File: config.mk
export PLATFORM = sky130hd
export DESIGN_NAME = kvi_queue
export DESIGN_NICKNAME = d
export VERILOG_FILES = /design/src/hw/rtl/kvi_pkg.sv /design/src/hw/rtl/kvi_queue.sv
export SDC_FILE = /design/constraint.sdc
export NUM_CORES = 1
export LEC_CHECK = 0
export ABC_AREA = 1
export ABC_CLOCK_PERIOD_IN_PS = 7800
export CORE_MARGIN = 4
export CORE_UTILIZATION = 59
export CTS_CLUSTER_DIAMETER = 60
export DETAILED_ROUTE_END_ITERATION = 8
export DONT_BUFFER_PORTS = 1
export MAX_ROUTING_LAYER = met4
export PLACE_DENSITY = 0.75
export SLEW_MARGIN = 20
export SYNTH_ARGS = -nofsm -noshare
export SYNTH_HDL_FRONTEND = slang
export SYNTH_SLANG_ARGS = --single-unit
File: constraint.sdc
create_clock -name clock -period 7.8 [get_ports clock]
set_input_delay 1.56 -clock clock [delete_from_list [all_inputs] [get_ports clock]]
set_output_delay 1.56 -clock clock [all_outputs]
set_load 0.01 [all_outputs]
File: src/hw/rtl/kvi_pkg.sv
// Shared types and constants for the keyframe vec3 interpolator.
// No dependencies.
package kvi_pkg;
   localparam int MaxKeys = 64;
   localparam int IdxW = $clog2(MaxKeys);
   localparam int CntW = $clog2(MaxKeys + 1);
   localparam int ValW = 96;
   localparam int QueueDepth = 2;

   localparam logic [1:0] CMD_APPEND = 2'd0;
   localparam logic [1:0] CMD_CLEAR  = 2'd1;
   localparam logic [1:0] CMD_QUERY  = 2'd2;

   localparam logic [1:0] ST_OK    = 2'd0;
   localparam logic [1:0] ST_EMPTY = 2'd1;
   localparam logic [1:0] ST_FULL  = 2'd2;

   typedef enum logic [1:0] {
      OP_IMM,
      OP_SINGLE,
      OP_INTERP
   } op_type;

   typedef struct packed {
      op_type           op;
      logic [1:0]       status;
      logic [31:0]      qtime;
      logic [CntW-1:0]  count;
   } job_type;

   typedef enum logic [3:0] {
      S_IDLE,
      S_RD,
      S_SCAN,
      S_LOAD,
      S_LOAD2,
      S_DIV,
      S_MUL,
      S_ADD,
      S_OUT
   } state_type;
endpackage

File: src/hw/rtl/kvi_queue.sv
// Short job queue between front and back end.
// Depends on kvi_pkg.
module kvi_queue (
   input  logic             clock,
   input  logic             reset,
   input  logic             in_valid,
   output logic             in_ready,
   input  kvi_pkg::job_type in_job,
   output logic             out_valid,
   input  logic             out_ready,
   output kvi_pkg::job_type out_job
);
   import kvi_pkg::*;

   localparam int PtrW = $clog2(QueueDepth);
   job_type        slot_ff [QueueDepth];
   logic [PtrW-1:0] wp_ff, rp_ff;
   logic [PtrW:0]  fill_ff;
   logic           push, pop;

   assign in_ready = fill_ff < (PtrW+1)'(QueueDepth);
   assign out_valid = fill_ff != '0;
   assign out_job = slot_ff[rp_ff];
   assign push = in_valid && in_ready;
   assign pop = out_valid && out_ready;

   always_ff @(posedge clock) begin
      if (push) slot_ff[wp_ff] <= in_job;
      if (reset) begin
         wp_ff <= '0;
         rp_ff <= '0;
         fill_ff <= '0;
      end else begin
         if (push) wp_ff <= wp_ff + 1'b1;
         if (pop) rp_ff <= rp_ff + 1'b1;
         fill_ff <= fill_ff + (PtrW+1)'(push) - (PtrW+1)'(pop);
      end
   end
endmodule

-- Word-level counts from Yosys, hierarchy flattened
Memories as Yosys holds them, arrays and structs flattened. A register that Yosys moved wholly into a read port is not among the register bits.
Cells that the tools add are included.
- magnitude comparators: 1
- reductions and logical operators: 3
- muxes and demuxes: 4
- add/subtract/negate cells: 4
- operators with widths (operator ; number):
    1-bit 2-to-1 mux ; 4
    1-bit adder, second input constant ; 2
    2-bit by 1-bit adder with 2-bit output ; 1
    1-bit logical AND ; 2
    2-bit < comparator, second input constant ; 1
    2-bit nonzero test ; 1
    2-bit by 1-bit subtractor with 2-bit output ; 1
- word-level logic and storage cells: 16
- memory bits (writable): 86
- input bits: 47
- output and inout bits: 45
- memories: 1
- flip-flop bits (word level): 4
- memory list (name ; depth ; width ; rd ports ; clocked after Yosys merged registers in ; write ports ; line ; text):
    slot_ff ; 2 ; 43 ; 1 ; 1 ; 1 ; kvi_queue.sv:16 ; job_type slot_ff [QueueDepth];

-- Longest topological paths before layout
Gate-level depths: netlist of run 1.
- word-level depth: 4
- depth in mapped cells: 9
- depth with buffers taken out: 9

-- Worst setup path before layout of run 1
No wires, ideal clock.
- path kind: input port to flip-flop
- start point: in in_valid
- end point: mem slot_ff[1][0] in the netlist's numbering (enable)
- data required time: 7.355 ns
- slack: 3.862 ns
- library setup time: 0.445 ns
- arrival: 3.493 ns
- path buffers: 0
- cell stages on the path: 2
- path through: nand2_1 > nor2_1
- word-level cells in the longest chain between the ends: 3
- RTL lines (item ; line ; text):
    from (decl) ; kvi_queue.sv:6 ; input logic in_valid,
    1-bit logical AND ; kvi_queue.sv:24 ; assign push = in_valid && in_ready;
    1-bit 2-to-1 mux ; kvi_queue.sv:28 ; if (push) slot_ff[wp_ff] <= in_job;
    1-bit 2-to-1 mux (implied by the code) ; kvi_queue.sv:28 ;
    to (decl) ; kvi_queue.sv:16 ;
Every way passes these cells.

==> results of run 1 <==
==> routing by layer <==
layer	wire (um)	part of all wire [%]
met5	0	0
met2	2776	54
met1	1755	34
met3	560	11
met4	48	0.93
==> cell families after synthesis <==
group	after synthesis	synth area share [%]
DFF	91	75.79
muxes	43	17.92
buffers and inverters	13	3.429
and+or+nand+nor	12	1.555
AOI/OAI and AO/OA	5	0.7069
xor gates and xnor gates	1	0.2475
adders and majority gates	1	0.3534
==> placed cells by master (no fill, tap or decap), drive strengths merged <==
master	synthesis	layout
clkbuf	0	10
nor3	1	1
ha	1	1
a21oi	4	4
nand4	1	1
o21ai	1	1
buf	5	3
xor2	1	1
bufinv	0	3
nor2	4	4
mux2	43	43
nand3	1	1
edfxtp	86	86
nand2	5	5
inv	8	8
dfxtp	5	5
==> stage by stage <==
step | util (%) | std cells | worst slack, ns | area (um2)
global route | 67.44 | 249 | 4.066 | 3827
finish | 67.44 | 249 | 4.210 | 3827
global placement | 62.76 | 234 | 4.586 | 3562
CTS | 66.60 | 247 | 4.164 | 3780
detailed placement | 62.76 | 234 | 4.542 | 3562
floorplan | - | 166 | 3.862 | 3540
==> worst max-delay path: stages (launching register included) <==
cell and delay, ns:
sky130_fd_sc_hd__dfxtp_2 0.77, sky130_fd_sc_hd__buf_4 0.49, sky130_fd_sc_hd__mux2_2 0.42
==> flip-flops by register name, indices dropped and copies added (netlist names), named ones only <==
signal   cells
rp_ff        1
slot_ff     86
wp_ff        1
fill_ff      2
==> power by group through the flow <==
stage	Clock (W)	Sequential [W]	Combinational [W]
final	0.000343	0.000649	0.000264
after floorplan	0	0.000642	0.000256
after global placement	0	0.000656	0.000248
after CTS	0.000352	0.000652	0.000257
after global routing	0.000376	0.000657	0.000285
after detailed placement	0	0.000663	0.000254
==> layout make-up <==
cell class | count | area, um2 | area share [%]
tap | 72 | 90.09 | 2.354
inverter | 8 | 30.03 | 0.7846
clock buffer | 10 | 127.6 | 3.334
timing repair buffer | 3 | 55.05 | 1.438
sequential | 91 | 2684 | 70.12
multi-input combinational | 62 | 750.7 | 19.61
clock inverter | 3 | 90.09 | 2.354
==> final timing paths <==
| path | slack, ns | to |
|---|---|---|
| max | 4.21 | out_job[26] |
| min reg2reg | 0.49 | flop |
| max reg2reg | 6.07 | slot_ff[0][24] |
| min | 0.49 | flop |
==> impl_metrics.ini, run 1 <==
[synth]
synth_cell_type_count = 18
synth_edf_count = 86
synth_seq_area_share_pct = 75.79
ys_async_sr_fraction_pct = 0
ys_top_cells_by_area = sky130_fd_sc_hd__edfxtp_1 (73%), sky130_fd_sc_hd__mux2_4 (17%), sky130_fd_sc_hd__dfxtp_1 (2.8%)
post_synth_inst_count = 166
yosys_most_used_dff = sky130_fd_sc_hd__edfxtp_1
synthesis.area_um2 = 3540
yosysWarningCount = 0
yosys-top-cells-count = sky130_fd_sc_hd__edfxtp_1 (86), sky130_fd_sc_hd__mux2_4 (40), sky130_fd_sc_hd__inv_1 (7)
mean_syn_cell_area_um2 = 21.32
synth-seq-cells = 91
mapped_nets = 214
yosys.area.top_type_share_pct = 72.96
synth_most_common_cell = sky130_fd_sc_hd__edfxtp_1
synthDominantAreaCellType = sky130_fd_sc_hd__edfxtp_1

[timing]
fin_worst_hold_slack_ns = 0.4939
setup_viol_count_final = 0
worst_pin_slew_ns = 0.6789
layout_worst_path_cycle_share_pct = 46.03
period_minus_slack_ns = 3.590
finalSetupTns_ns = 0
final_max_slew_violation_count = 0
timing.clock.skew_ns = 0.01067
rsz0062_at_grt = no
timing.fmax_mhz = 278.5
hold_viol = 0
slew-limit-headroom_pct = 54.74

[run_status]
run_status = finished clean

[routing]
avgViaCountPerCell = 5.606
drt_pre_antenna_iters = 4
route.detailed.drc = 0
drt-total-wl_um = 5141
wl_per_cell_um = 20.65
final_antenna_net_count = 0
routed-via-count = 1396
detailedRoute.firstIterationViolations = 80

[clock_network]
postCtsHoldBufs = 0
h-tree-depth = 3
clk_latency_ns = 0.32
postCtsResizedCells = 0
master_cell_of_the_clock_root_buffer = sky130_fd_sc_hd__clkbuf_8
clock_tree_from_tritoncts = done
max-clock-path-buffers = 2
postCtsSetupRepairBufs = 0
clkTransAtPathRegs_ns = 0.08
cts_inserted_buffers = 9
cts.sinks = 91

[global_route]
first_global_vias = 1551
initial_antenna_violation_count = 0
grt_pass1_wl_um = 8155
grt_use_met2_pct = 26.48
grt_max_degree = 45
grt_util_met1_pct = 15.68
grt_use_met3_pct = 7.184
gr-max-usage-layer = met2
grt-ovfl-total = 0
globalRouteTotalUtil_pct = 15.58

[floorplanning]
floorplan.io_pins = 92
core-area_um2 = 5675
rows = 27
fp.dieH_um = 85.46
start_util_pct = 62.37
die_width_um = 85.46
die_area_um2 = 7303

[pwr]
power.density_cell_area_nw_per_um2 = 328.0
p_int_w = 0.0009476
power_frac_clock_pct = 27.3
power.static_leakage_nw = 1.351
sequential_power_share_pct = 51.7
p_sw_share_pct = 24.51
power.combinational.fraction_pct = 21.0
vdd.ir_drop.worst_uv = 204.1
switching_power_w = 0.0003077
report.power.total_w = 0.001255

[final_layout]
num_antenna_cells = 0
synthToLayoutAreaGrowth_pct = 8.130
finalNetCount = 223
drive_gt1_share_pct = 36.16
fillCellCount = 366

[setup_path]
worst-endpoint-required_ns = 6.24
worstPathMaxFanout = 23
criticalPathCategory = flop to output port
start_kind = flop
timing.reg2reg.worst_path_depth = 4
reg2reg_from = fill_ff[1]
critPathCaptureType = output port
cp_arrival_ns = 2.03

[worst_hold_path]
hold_path_depth = 2
hold_path.startpoint = rp_ff
holdCritPathClass = flop to flop

[job]
drv.max_cap_violation_count = 0

[placement]
routabilityCongestion = 0.7638
place.port_buffers = 0
(Power assumes the default switching activity.)
==> run 2: changes to the inputs <==
--- a/config.mk
+++ b/config.mk
@@ -6,14 +6,14 @@
 export NUM_CORES = 1
 export LEC_CHECK = 0
 export ABC_AREA = 1
-export ABC_CLOCK_PERIOD_IN_PS = 7800
+export ABC_CLOCK_PERIOD_IN_PS = 3000
 export CORE_MARGIN = 4
-export CORE_UTILIZATION = 59
+export CORE_UTILIZATION = 56
 export CTS_CLUSTER_DIAMETER = 60
 export DETAILED_ROUTE_END_ITERATION = 8
 export DONT_BUFFER_PORTS = 1
 export MAX_ROUTING_LAYER = met4
-export PLACE_DENSITY = 0.75
+export PLACE_DENSITY = 0.74
 export SLEW_MARGIN = 20
 export SYNTH_ARGS = -nofsm -noshare
 export SYNTH_HDL_FRONTEND = slang
==> constraint.sdc (replaced) <==
create_clock -name clock -period 3 [get_ports clock]
set_input_delay 0.6 -clock clock [delete_from_list [all_inputs] [get_ports clock]]
set_output_delay 0.6 -clock clock [all_outputs]
set_load 0.01 [all_outputs]
==> run 2 against run 1 <==
Clock skew about the same. Clock power increased by 110%. Combinational power grew to 2.6 times the previous value. First-iteration DRC count fell by 40%. Power is 150% higher. Sequential power grew to 2.6 times the previous value. Critical path type unchanged. Largest power group unchanged.
==> impl_metrics.ini, run 2 (synthesized netlist as in run 1, its figures left out) <==
[final_layout]
num_antenna_cells = 0
final_common_cell = sky130_fd_sc_hd__edfxtp_1
fillCellCount = 426
utilization_pct = 62.96
largestRegisters = slot_ff x86, fill_ff x2
drive_gt1_share_pct = 38.25
largest_register_ffs = 86
mostFrequentLayoutCells = sky130_fd_sc_hd__edfxtp_1 (86), sky130_fd_sc_hd__mux2_4 (40), sky130_fd_sc_hd__clkbuf_8 (9), sky130_fd_sc_hd__inv_1 (7), sky130_fd_sc_hd__buf_4 (5)
stdcell_area_um2 = 3794
max_flop_register = slot_ff
synthToLayoutAreaGrowth_pct = 7.176
finalNetCount = 226

[pwr]
p_int_w = 0.002234
power.combinational.fraction_pct = 22.5
sequential_power_share_pct = 54.6
power.static_leakage_nw = 1.335
switching_power_w = 0.0008542
power_frac_clock_pct = 22.9
power.density_cell_area_nw_per_um2 = 814.1
vdd.ir_drop.worst_uv = 470.8
p_sw_share_pct = 27.66

[setup_path]
criticalPathCategory = flop to output port
worst-endpoint-required_ns = 2.40
critical_path.cell_chain = buf_4, mux2_4
start_kind = flop
timing.critical_path.slowest_stage_cell = sky130_fd_sc_hd__dfxtp_2
worstPathMaxFanout = 20
cp_arrival_ns = 1.79
peak_per_stage_delay_on_the_critical_path_ns = 0.76
critPathCaptureType = output port

[timing]
setup_viol_count_final = 0
setup_slack_ns = 0.6083
worst_pin_slew_ns = 0.6956
finalSetupTns_ns = 0
timing.fmax_mhz = 418.1
final_max_slew_violation_count = 0
rsz0062_at_grt = no
slew-limit-headroom_pct = 53.52
layout_worst_path_cycle_share_pct = 79.72
hold_viol = 0
period_minus_slack_ns = 2.392
timing.clock.skew_ns = 0.01072

[routing]
detailedRoute.firstIterationViolations = 48
final_antenna_net_count = 0
wl_per_cell_um = 20.52
avgViaCountPerCell = 5.516
drt_pre_antenna_iters = 4
route.detailed.drc = 0
routed-via-count = 1423
drt-total-wl_um = 5293

[global_route]
initial_antenna_violation_count = 0
grt_max_degree = 25
first_global_vias = 1525
globalRouteTotalUtil_pct = 14.67
grt-ovfl-total = 0
grt_pass1_wl_um = 7755

[worst_hold_path]
holdCritPathClass = input pin to flop

[clock_network]
max-clock-path-buffers = 2
postCtsHoldBufs = 0
clock_tree_from_tritoncts = done
master_cell_of_the_clock_root_buffer = sky130_fd_sc_hd__clkbuf_8
cts_inserted_buffers = 9
postCtsResizedCells = 0
h-tree-depth = 3
cts.sinks = 91
clkTransAtPathRegs_ns = 0.08
postCtsSetupRepairBufs = 0
clk_latency_ns = 0.34

[floorplanning]
floorplan.io_pins = 92
fp.dieH_um = 87.51
die_area_um2 = 7657
die_width_um = 87.51
rows = 28
start_util_pct = 58.74
core-area_um2 = 6026

[placement]
place.port_buffers = 0
postPlaceCellArea_um2 = 3616
hpwlAfterDp_um = 3811
routabilityCongestion = 0.6962
dpl_worst_slack_ns = 0.9608

[job]
drv.max_cap_violation_count = 0

[run_status]
run_status = finished clean
-- run 2: cell types whose count changed in the layout (fill, tap and decap cells not counted) --
cell                         change
sky130_fd_sc_hd__bufinv_16       -3
sky130_fd_sc_hd__clkinv_4        +2
sky130_fd_sc_hd__inv_6           +2
sky130_fd_sc_hd__clkinvlp_4      +2
sky130_fd_sc_hd__buf_16          -1
sky130_fd_sc_hd__buf_4           +4
-- run 2: worst max-delay path, delay by kind of cell, from the launching register on --
family	cells	cell delay, ns
buf+inv	1	0.35
mux	1	0.35
flops	1	0.76
-- run 2: power by group through the flow --
stage	Clock (W)	Sequential (W)	Combinational, W
4_1_cts	0.000736	0.00169	0.000711
6_report	0.000707	0.00169	0.000696
3_5_place_dp	0	0.00172	0.000708
2_1_floorplan	0	0.00167	0.000665
5_1_grt	0.000798	0.00170	0.000739
3_3_place_gp	0	0.00170	0.000684
-- run 2: layout make-up --
type	count	area [um2]	share of cell area, %
flip-flops and latches	91	2684	70.75
inverters	8	30.03	0.7916
clock inverters	6	50.05	1.319
well taps	75	93.84	2.474
clock buffers	10	127.6	3.364
repair buffers	6	57.56	1.517
multi-input cells	62	750.7	19.79
-- run 2: worst paths after layout --
kind | start | to | slack [ns] | depth (start not counted)
max | flop | out_job[10] | 0.61 | 2
min | reset | fill_ff[0] | 0.34 | 1
max reg2reg | fill_ff[1] | slot_ff[1][11] | 1.16 | 4
min reg2reg | rp_ff | rp_ff | 0.50 | 2
-- run 2: metal layers --
layer / global-route usage [%] / share of wire [%]
met5: - / 0
met4: 6.276 / 1.0
met3: 5.771 / 9.9
met2: 25.34 / 55
met1: 14.58 / 34
-- run 2: metrics by stage --
step	power (W)	std cells	hold slack, ns
floorplan	0.002333	166	0.4474
global placement	0.002388	242	0.4588
detailed placement	0.002424	242	0.4728
CTS	0.003134	258	0.3159
global route	0.003240	258	0.3106
finish	0.003088	258	0.3375
