<file path="src/hw/rtl/kvi_pkg.sv">
// Shared types and constants for the keyframe vec3 interpolator.
// No dependencies.
package kvi_pkg;
   localparam int MaxKeys = 64;
   localparam int IdxW = $clog2(MaxKeys);
   localparam int CntW = $clog2(MaxKeys + 1);
   localparam int ValW = 96;
   localparam int QueueDepth = 2;

   localparam logic [1:0] CMD_APPEND = 2'd0;
   localparam logic [1:0] CMD_CLEAR  = 2'd1;
   localparam logic [1:0] CMD_QUERY  = 2'd2;

   localparam logic [1:0] ST_OK    = 2'd0;
   localparam logic [1:0] ST_EMPTY = 2'd1;
   localparam logic [1:0] ST_FULL  = 2'd2;

   typedef enum logic [1:0] {
      OP_IMM,
      OP_SINGLE,
      OP_INTERP
   } op_type;

   typedef struct packed {
      op_type           op;
      logic [1:0]       status;
      logic [31:0]      qtime;
      logic [CntW-1:0]  count;
   } job_type;

   typedef enum logic [3:0] {
      S_IDLE,
      S_RD,
      S_SCAN,
      S_LOAD,
      S_LOAD2,
      S_DIV,
      S_MUL,
      S_ADD,
      S_OUT
   } state_type;
endpackage

</file>
<file path="src/hw/rtl/kvi_back.sv">
// Back end: segment scan, serial factor divide, three multiplies, output register.
// Depends on kvi_pkg; reads the key RAMs owned by kvi_front.
module kvi_back (
   input  logic                     clock,
   input  logic                     reset,
   input  logic                     job_valid,
   output logic                     job_ready,
   input  kvi_pkg::job_type         job,
   output logic [kvi_pkg::IdxW-1:0] t_raddr,
   input  logic [31:0]              t_rdata,
   output logic [kvi_pkg::IdxW-1:0] v_raddr,
   input  logic [kvi_pkg::ValW-1:0] v_rdata,
   output logic                     busy,
   output logic                     rsp_tvalid,
   input  logic                     rsp_tready,
   output logic [103:0]             rsp_tdata
);
   import kvi_pkg::*;

   state_type       state_ff, state_in;
   job_type         job_ff, job_in;
   logic [IdxW:0]   i_ff, i_in;
   logic [IdxW-1:0] seg_ff, seg_in;
   logic [31:0]     t0_ff, t0_in, t1_ff, t1_in;
   logic [ValW-1:0] a_ff, a_in, b_ff, b_in;
   logic [16:0]     f_ff, f_in;
   logic [32:0]     rem_ff, rem_in;
   logic [4:0]      bit_ff, bit_in;
   logic [1:0]      k_ff, k_in;
   logic signed [49:0] p_ff [3];
   logic signed [49:0] p_in;
   logic [95:0]     res_ff, res_in;
   logic [1:0]      st_ff, st_in;
   logic            ov_ff, ov_in;
   logic [32:0]     sub;
   logic signed [32:0] diff;
   logic [31:0]     off, len;

   assign busy = state_ff != S_IDLE;
   assign rsp_tvalid = ov_ff;
   assign rsp_tdata = {6'd0, st_ff, res_ff};
   assign off = job_ff.qtime - t0_ff;
   assign len = t1_ff - t0_ff;
   assign sub = {rem_ff[31:0], 1'b0} - {1'b0, len};

   always_comb begin
      logic [31:0] av, bv;
      av = 32'(a_ff >> (32 * k_ff));
      bv = 32'(b_ff >> (32 * k_ff));
      diff = $signed({bv[31], bv}) - $signed({av[31], av});
      p_in = diff * $signed({1'b0, f_ff});
   end

   always_comb begin
      state_in = state_ff; job_in = job_ff; i_in = i_ff; seg_in = seg_ff;
      t0_in = t0_ff; t1_in = t1_ff; a_in = a_ff; b_in = b_ff; f_in = f_ff;
      rem_in = rem_ff; bit_in = bit_ff; k_in = k_ff; res_in = res_ff;
      st_in = st_ff; ov_in = ov_ff && !rsp_tready;
      job_ready = 1'b0;
      t_raddr = i_ff[IdxW-1:0];
      v_raddr = seg_ff;
      case (state_ff)
         S_IDLE: begin
            job_ready = !ov_ff || rsp_tready;
            if (job_valid && job_ready) begin
               job_in = job;
               i_in = (IdxW+1)'(1);
               seg_in = IdxW'(job.count - CntW'(2));
               t_raddr = '0;
               v_raddr = '0;
               case (job.op)
                  OP_INTERP: state_in = S_RD;
                  OP_SINGLE: state_in = S_LOAD;
                  default: begin
                     res_in = '0; st_in = job.status; ov_in = 1'b1;
                  end
               endcase
            end
         end
         S_RD: state_in = S_SCAN;
         S_SCAN: begin
            if (job_ff.qtime < t_rdata) begin
               seg_in = IdxW'(i_ff - 1'b1);
               state_in = S_LOAD;
            end else if (CntW'(i_ff) + 1'b1 >= job_ff.count) begin
               state_in = S_LOAD;
            end else begin
               i_in = i_ff + 1'b1;
               t_raddr = IdxW'(i_ff + 1'b1);
               state_in = S_RD;
            end
            if (state_in == S_LOAD) t_raddr = seg_in;
            v_raddr = seg_in;
         end
         S_LOAD: begin
            a_in = v_rdata; t0_in = t_rdata;
            if (job_ff.op == OP_SINGLE) begin
               res_in = v_rdata; st_in = ST_OK; ov_in = 1'b1; state_in = S_IDLE;
            end else begin
               t_raddr = seg_ff + 1'b1; v_raddr = seg_ff + 1'b1; state_in = S_LOAD2;
            end
         end
         S_LOAD2: begin
            t_raddr = seg_ff + 1'b1; v_raddr = seg_ff + 1'b1;
            state_in = S_DIV;
            rem_in = '0; bit_in = 5'd16; f_in = '0;
         end
         S_DIV: begin
            if (bit_ff == 5'd16) begin
               b_in = v_rdata; t1_in = t_rdata;
               bit_in = 5'd15;
               if (t_rdata <= t0_ff || job_ff.qtime <= t0_ff) begin
                  f_in = '0; state_in = S_MUL; k_in = '0;
               end else if (off >= t_rdata - t0_ff) begin
                  f_in = 17'h10000; state_in = S_MUL; k_in = '0;
               end else rem_in = {1'b0, off};
            end else begin
               if (!sub[32]) begin
                  rem_in = {1'b0, sub[31:0]}; f_in = {f_ff[15:0], 1'b1};
               end else begin
                  rem_in = {rem_ff[31:0], 1'b0}; f_in = {f_ff[15:0], 1'b0};
               end
               if (bit_ff == '0) begin state_in = S_MUL; k_in = '0; end
               else bit_in = bit_ff - 1'b1;
            end
         end
         S_MUL: begin
            k_in = k_ff + 1'b1;
            if (k_ff == 2'd2) state_in = S_ADD;
         end
         S_ADD: begin
            for (int c = 0; c < 3; c++) begin
               res_in[32*c +: 32] = a_ff[32*c +: 32] + 32'(p_ff[c] >>> 16);
            end
            st_in = ST_OK; ov_in = 1'b1; state_in = S_IDLE;
         end
         default: state_in = S_IDLE;
      endcase
   end

   always_ff @(posedge clock) begin
      job_ff <= job_in; i_ff <= i_in; seg_ff <= seg_in; t0_ff <= t0_in;
      t1_ff <= t1_in; a_ff <= a_in; b_ff <= b_in; f_ff <= f_in;
      rem_ff <= rem_in; bit_ff <= bit_in; k_ff <= k_in; res_ff <= res_in;
      st_ff <= st_in;
      if (state_ff == S_MUL) p_ff[k_ff] <= p_in;
      if (reset) begin
         state_ff <= S_IDLE;
         ov_ff <= 1'b0;
      end else begin
         state_ff <= state_in;
         ov_ff <= ov_in;
      end
   end
endmodule

</file>
<file path="config.mk">
export PLATFORM = sky130hd
export DESIGN_NAME = kvi_back
export DESIGN_NICKNAME = d
export VERILOG_FILES = /design/src/hw/rtl/kvi_pkg.sv /design/src/hw/rtl/kvi_back.sv
export SDC_FILE = /design/constraint.sdc
export NUM_CORES = 2
export LEC_CHECK = 0
export ABC_AREA = 1
export BUFFER_PORTS_ARGS = -buffer_cell sky130_fd_sc_hd__clkbuf_2
export CAP_MARGIN = 20
export CELL_PAD_IN_SITES_DETAIL_PLACEMENT = 1
export CELL_PAD_IN_SITES_GLOBAL_PLACEMENT = 1
export CORE_MARGIN = 4
export CORE_UTILIZATION = 25
export DETAILED_ROUTE_END_ITERATION = 12
export PLACE_DENSITY = 0.56
export SLEW_MARGIN = 5
export SYNTH_ARGS = -nofsm -noshare
export SYNTH_HDL_FRONTEND = slang
export SYNTH_SLANG_ARGS = --single-unit
</file>
<file path="constraint.sdc">
create_clock -name clock -period 7.72 [get_ports clock]
set_input_delay 1.544 -clock clock [delete_from_list [all_inputs] [get_ports clock]]
set_output_delay 1.544 -clock clock [all_outputs]
set_load 0.01 [all_outputs]
</file>
# Yosys cells after proc, flatten, opt, wreduce, memory -nomap -nowiden
# Memories as Yosys holds them, arrays and structs flattened.
# Cells that the tools add are included.
# op_classes
n_lt_le_gt_ge,5
n_reduce_logical,24
multipliers,1
eq_ne,25
shift,2
add_sub_neg,14
mux,61
# op_table
cell,n
$mux 96,3
$pmux 96 s3,1
$shr 96x7->32,2
$mux 32,4
$add 32x32->32,3
$sub 32x32->32,3
$le 32x32->1,2
$pmux 32 s2,1
$mux 6,9
$mux 17,3
$mul 33x18->50,1
$pmux 6 s4,2
$pmux 17 s2,1
$sub 32x32->33,1
$sub 33x32->33,1
$ge 32x32->1,1
$lt 32x32->1,1
$mux 4,7
$pmux 4 s7,1
$mux 7,3
$mux 2,9
$eq 4x3->1 const B,4
$pmux 7 s2,1
$eq 4x2->1 const B,3
37 further kinds,65
# word_totals
ramBits,150
reg_bits,469
out_inout_bits,119
word_cells,150
memories,1
in_bits,175
# mem_list
name,depth,width,rd,rd_clocked_by_memory_dff,write_ports,line_no,text
p_ff,3,50,3,0,1,kvi_back.sv:30,logic signed [49:0] p_ff [3];

# Longest topological paths before layout
# depth
ltp_word,8
mapped_depth,46
mapped_depth_nobuf,43

# Worst setup path after synthesis
# Ideal clock, no wire load.
# synth_path
kind,register -> register
from,reg k_ff[0]
to,"mem p_ff[0][36], data pin"
path_stages_with_launch,44
t_arrival_ps,8026
setup_time_ps,267
t_required_ps,7453
period_less_slack_ps,8293
path_slack_ps,-573
n_path_buf,4
cell_sequence,edfxtp_1 > clkbuf_1 > inv_1 > clkbuf_1 > clkbuf_1 > nor2_1 > a2bb2oi_1 > ha_1 > fa_1 > nand3b_1 > nand2_1 > nand2_1 > nand2_2 > nand2_1 > nand2_2 > a21oi_2 > or2_2 > nand2_1 > (+8 left out) > fa_1 > inv_1 > fa_1 > inv_1 > ha_1 > a21oi_1 > nor2_1 > nor2_1 > inv_1 > a21oi_1 > nand2_1 > a21oi_1 > inv_1 > nand2_1 > nand2_1 > nand2_1 > nand2_1 > xor2_1
# synth_via
elab_chain_cells,3
elab_cells_between_ends,4
classes_between,add/sub (1); mul (1); shift (2)
# synth_rtl
item,line_no,text
"start, declared",kvi_back.sv:29,"logic [1:0] k_ff, k_in;"
"start signal, assigned",kvi_back.sv:144,rem_ff <= rem_in; bit_ff <= bit_in; k_ff <= k_in; res_ff <= res_in;
$shr 96x7->32 (on tied branches),"kvi_back.sv:49, kvi_back.sv:48",
$sub 32x32->33 *,kvi_back.sv:50,"diff = $signed({bv[31], bv}) - $signed({av[31], av});"
$mul 33x18->50 *,kvi_back.sv:51,"p_in = diff * $signed({1'b0, f_ff});"
via p_in[36],kvi_back.sv:31,logic signed [49:0] p_in;
"end, declared",kvi_back.sv:30,
# The timed path passes the listed nets; every way through them passes the cells marked *.

# Final worst setup path
# layout_path
from,reg k_ff[0]
to,"mem p_ff[1][47], data pin"
# Same word-level chain as after synthesis.

==> metrics.cfg <==
[global_route]
grt_pass1_wl_um = 360000
grt_pass1_vias = 54910
antenna_found_initial = 16
grt_max_degree = 121
grt_usage_pct = 20.53
grt_overflow = 0

[final_layout]
multi_input_area_mm2 = 0.03800
nFillCells = 26470
nets = 8986
layout-drive-gt1-share_pct = 25.19
area_growth_pct = 32.08
register_area_mm2 = 0.01690
fin_cells = 10900

[sta]
setup_violations = 89
rsz0062_at_grt = yes
finalHoldViolations = 0
tightest_slew_ns = 0.9894
min_period_over_period_pct = 108.0
timing.fmax_mhz = 119.9
finalWorstSetupSlack_ns = -0.6199
fin_skew_ns = 0.04867
timing.slew.headroom_pct = 34.04
period_needed_ns = 8.340
maxSlewViolCount = 0

[place]
place_inst = 10630
port_buffers = 287
place.gp.congestion = 0.9157
dp_hpwl_um = 206400

[synth]
synth_edf_count = 560
synth_top_family_by_area = adder cells
synth_top_area_share_pct = 29.73
synth_simple_gate_area_share_pct = 18.90
synthArstFlopShare_pct = 0
synthCells = 6800
synth_area_per_cell_um2 = 8.318
synth_compound_area_share_pct = 10.64
synth_mux_area_share_pct = 0
yosysTopAreaCell = edfxtp_1
ys_top_cells_by_area = edfxtp_1, fa_1, ha_1, nand2_1, inv_1
synthFlopType = edfxtp_1
synth_area_mm2 = 0.05656
synthXorXnorAreaFrac_pct = 2.918
ys_seq_elements = 564
ys_types = 60
yosys_warnings = 0
synth_fa_ha_area_share_pct = 28.21
synth_seq_area_share_pct = 29.87

[floorplanning]
die_w_um = 483.7
io_pins = 294
start_util_pct = 25.15
coreArea_mm2 = 0.2249
rows = 174
dieArea_mm2 = 0.2339
dieHeight_um = 483.7

[worst_setup_path]
arrival_ns = 8.78
cpPeakStageDelay_ns = 0.55
reg2reg_depth = 43
regToRegEndpoint = p_ff[1][47]$_DFFE_PP_
required_ns = 8.16
end_kind = flop
cp-start-kind = flop
crit_fanout = 7
crit_end = p_ff[1][47]$_DFFE_PP_
critical_path_class = flop to flop
r2r-start = k_ff[0]$_SDFFCE_PN0P_
rrSetupSlack_ns = -0.62
cp-startpoint = k_ff[0]$_SDFFCE_PN0P_
slowest_stage = fa_1

[clock_tree]
numCtsBuffers = 73
clock_sinks = 564
htree_levels = 3
clk-insertion-delay-late_ns = 0.74
cts_buffer_depth = 3
path_clk_slew_ns = 0.06
cts-root-buf = clkbuf_16
cts_tree = yes

[run_status]
status = finished with violations
failed_checks = negative setup slack

[pwr]
leakagePower_nw = 34.19
clockPowerShare_pct = 22.6
combPwrFrac_pct = 54.1
ir_drop_uv = 236.6
p_per_area_mw_per_mm2 = 227.9
pwr-share-seq_pct = 23.3
p_int_mw = 10.15
p_sw_mw = 6.882
netSwitchingFraction_pct = 40.42
total_power_mw = 17.03

[drt]
drtIter0Drc = 3257
drc = 0
vias = 51440
drt_pass1_iterations = 5
wire_per_inst_um = 22.74
finalWirelength_um = 247800
drtAntennaViolNets = 0
post_drt_via_cell_ratio = 4.719

[run]
maxCapViolCount = 0

[hold_path]
hp-class = flop to flop

[how the worst min path moves through the flow]
stage / end / depth (start not counted) / startpoint / slack (ns)
floorplan: state_ff[0]$_SDFFE_PP0P_ / 3 / state_ff[0]$_SDFFE_PP0P_ / 0.54
global placement: state_ff[0]$_SDFFE_PP0P_ / 3 / state_ff[0]$_SDFFE_PP0P_ / 0.59
detailed placement: rem_ff[27]$_SDFFCE_PN0P_ / 2 / rem_ff[26]$_SDFFCE_PN0P_ / 0.60
CTS: rem_ff[27]$_SDFFCE_PN0P_ / 2 / rem_ff[26]$_SDFFCE_PN0P_ / 0.62
global route: rem_ff[27]$_SDFFCE_PN0P_ / 2 / rem_ff[26]$_SDFFCE_PN0P_ / 0.64
finish: rem_ff[27]$_SDFFCE_PN0P_ / 2 / rem_ff[26]$_SDFFCE_PN0P_ / 0.61
[Yosys cell counts, types with 40 or more instances]
master,number
a21o_1,47
nand3_1,221
xor2_1,109
inv_1,1233
nor2_1,782
a21oi_1,390
edfxtp_1,560
nor3_1,75
a31oi_1,42
xnor2_1,72
clkbuf_1,110
or2_2,40
nand2_1,1412
ha_1,440
o21ai_0,373
fa_1,522
[final cells by class]
type,instances,area share [%]
diodes,5,0.01675
clock buffers,82,2.519
clock inverters,48,1.007
inverters,1241,6.297
multi-input cells,4848,50.86
flip-flops and latches,564,22.62
well taps,2992,5.011
repair buffers,1121,11.67
[cells by family after synthesis]
logic type / Yosys count
xor gates and xnor gates: 185
AOI/OAI and AO/OA: 1056
DFF: 564
other: 1
and+or+nand+nor: 2638
adders and majority gates: 962
buffers and inverters: 1394
[power by group through the flow]
| stage | clock (mW) | sequential (mW) | combinational (mW) |
|---|---|---|---|
| 2_1_floorplan | 0 | 4.04 | 3.13 |
| 3_3_place_gp | 0 | 4.03 | 6.94 |
| 3_5_place_dp | 0 | 4.03 | 7.06 |
| 4_1_cts | 3.95 | 3.97 | 7.74 |
| 5_1_grt | 4.06 | 3.98 | 9.86 |
| 6_report | 3.84 | 3.97 | 9.22 |
[through the flow]
stage	hold WS (ns)	cell area (µm²)	TNS, ns	util, %	setup WS [ns]
floorplan	0.5430	56880	0	-	0.006163
global placement	0.5855	66900	-75.41	29.75	-1.311
detailed placement	0.6039	66930	-85.78	29.76	-1.404
CTS	0.6173	71140	-45.86	31.63	-0.7753
global route	0.6423	74700	-69.76	33.21	-0.9579
finish	0.6105	74710	-40.75	33.22	-0.6199
[registers in the layout (all words and copies together) (netlist names), 2 cells and up]
signal and flops:
i_ff 7, b_ff 96, t1_ff 32, state_ff 3, st_ff 2, p_ff 96, f_ff 17, a_ff 96
k_ff 2, res_ff 96, t0_ff 32, rem_ff 32, bit_ff 5, seg_ff 6, job_ff 41
[routing by layer]
layer,wire [µm],track usage [%],vias up
met4,8863,6.277,2
met3,10630,2.554,296
met2,116100,34.19,1185
met5,11,0,-
li1,-,-,23990
met1,112300,27.81,25970
[cells in the final DEF, fill, tap and decap left out, types with 96 or more instances in the layout]
cell / synthesis / layout
inv_1: 1233 / 1135
nor2_1: 782 / 646
o21ai_0: 373 / 302
edfxtp_1: 560 / 560
nand2_1: 1412 / 1279
nand2_2: 10 / 96
buf_4: 9 / 698
fa_1: 522 / 473
a21oi_1: 390 / 324
clkbuf_2: 0 / 287
ha_1: 440 / 381
nand3_1: 221 / 210
[repair_timing]
action,4_1_cts,5_1_grt
buffers inserted,39,111
pin swaps,50,288
hold buffers,0,0
setup endpoints to repair,96,96
cloned,5,3
gates resized for setup,294,715
[worst max-delay path: cells and delay by family, from the launching register on]
| kind | cells | cell delay (ns) |
|---|---|---|
| AO/OA/AOI/OAI | 8 | 1.29 |
| AND/OR/NAND/NOR | 15 | 1.59 |
| buffers and inverters | 12 | 1.11 |
| flip-flops | 1 | 0.43 |
| adder cells (fa/ha/maj) | 8 | 3.59 |
No activity file was read; power rests on OpenSTA's default activity.
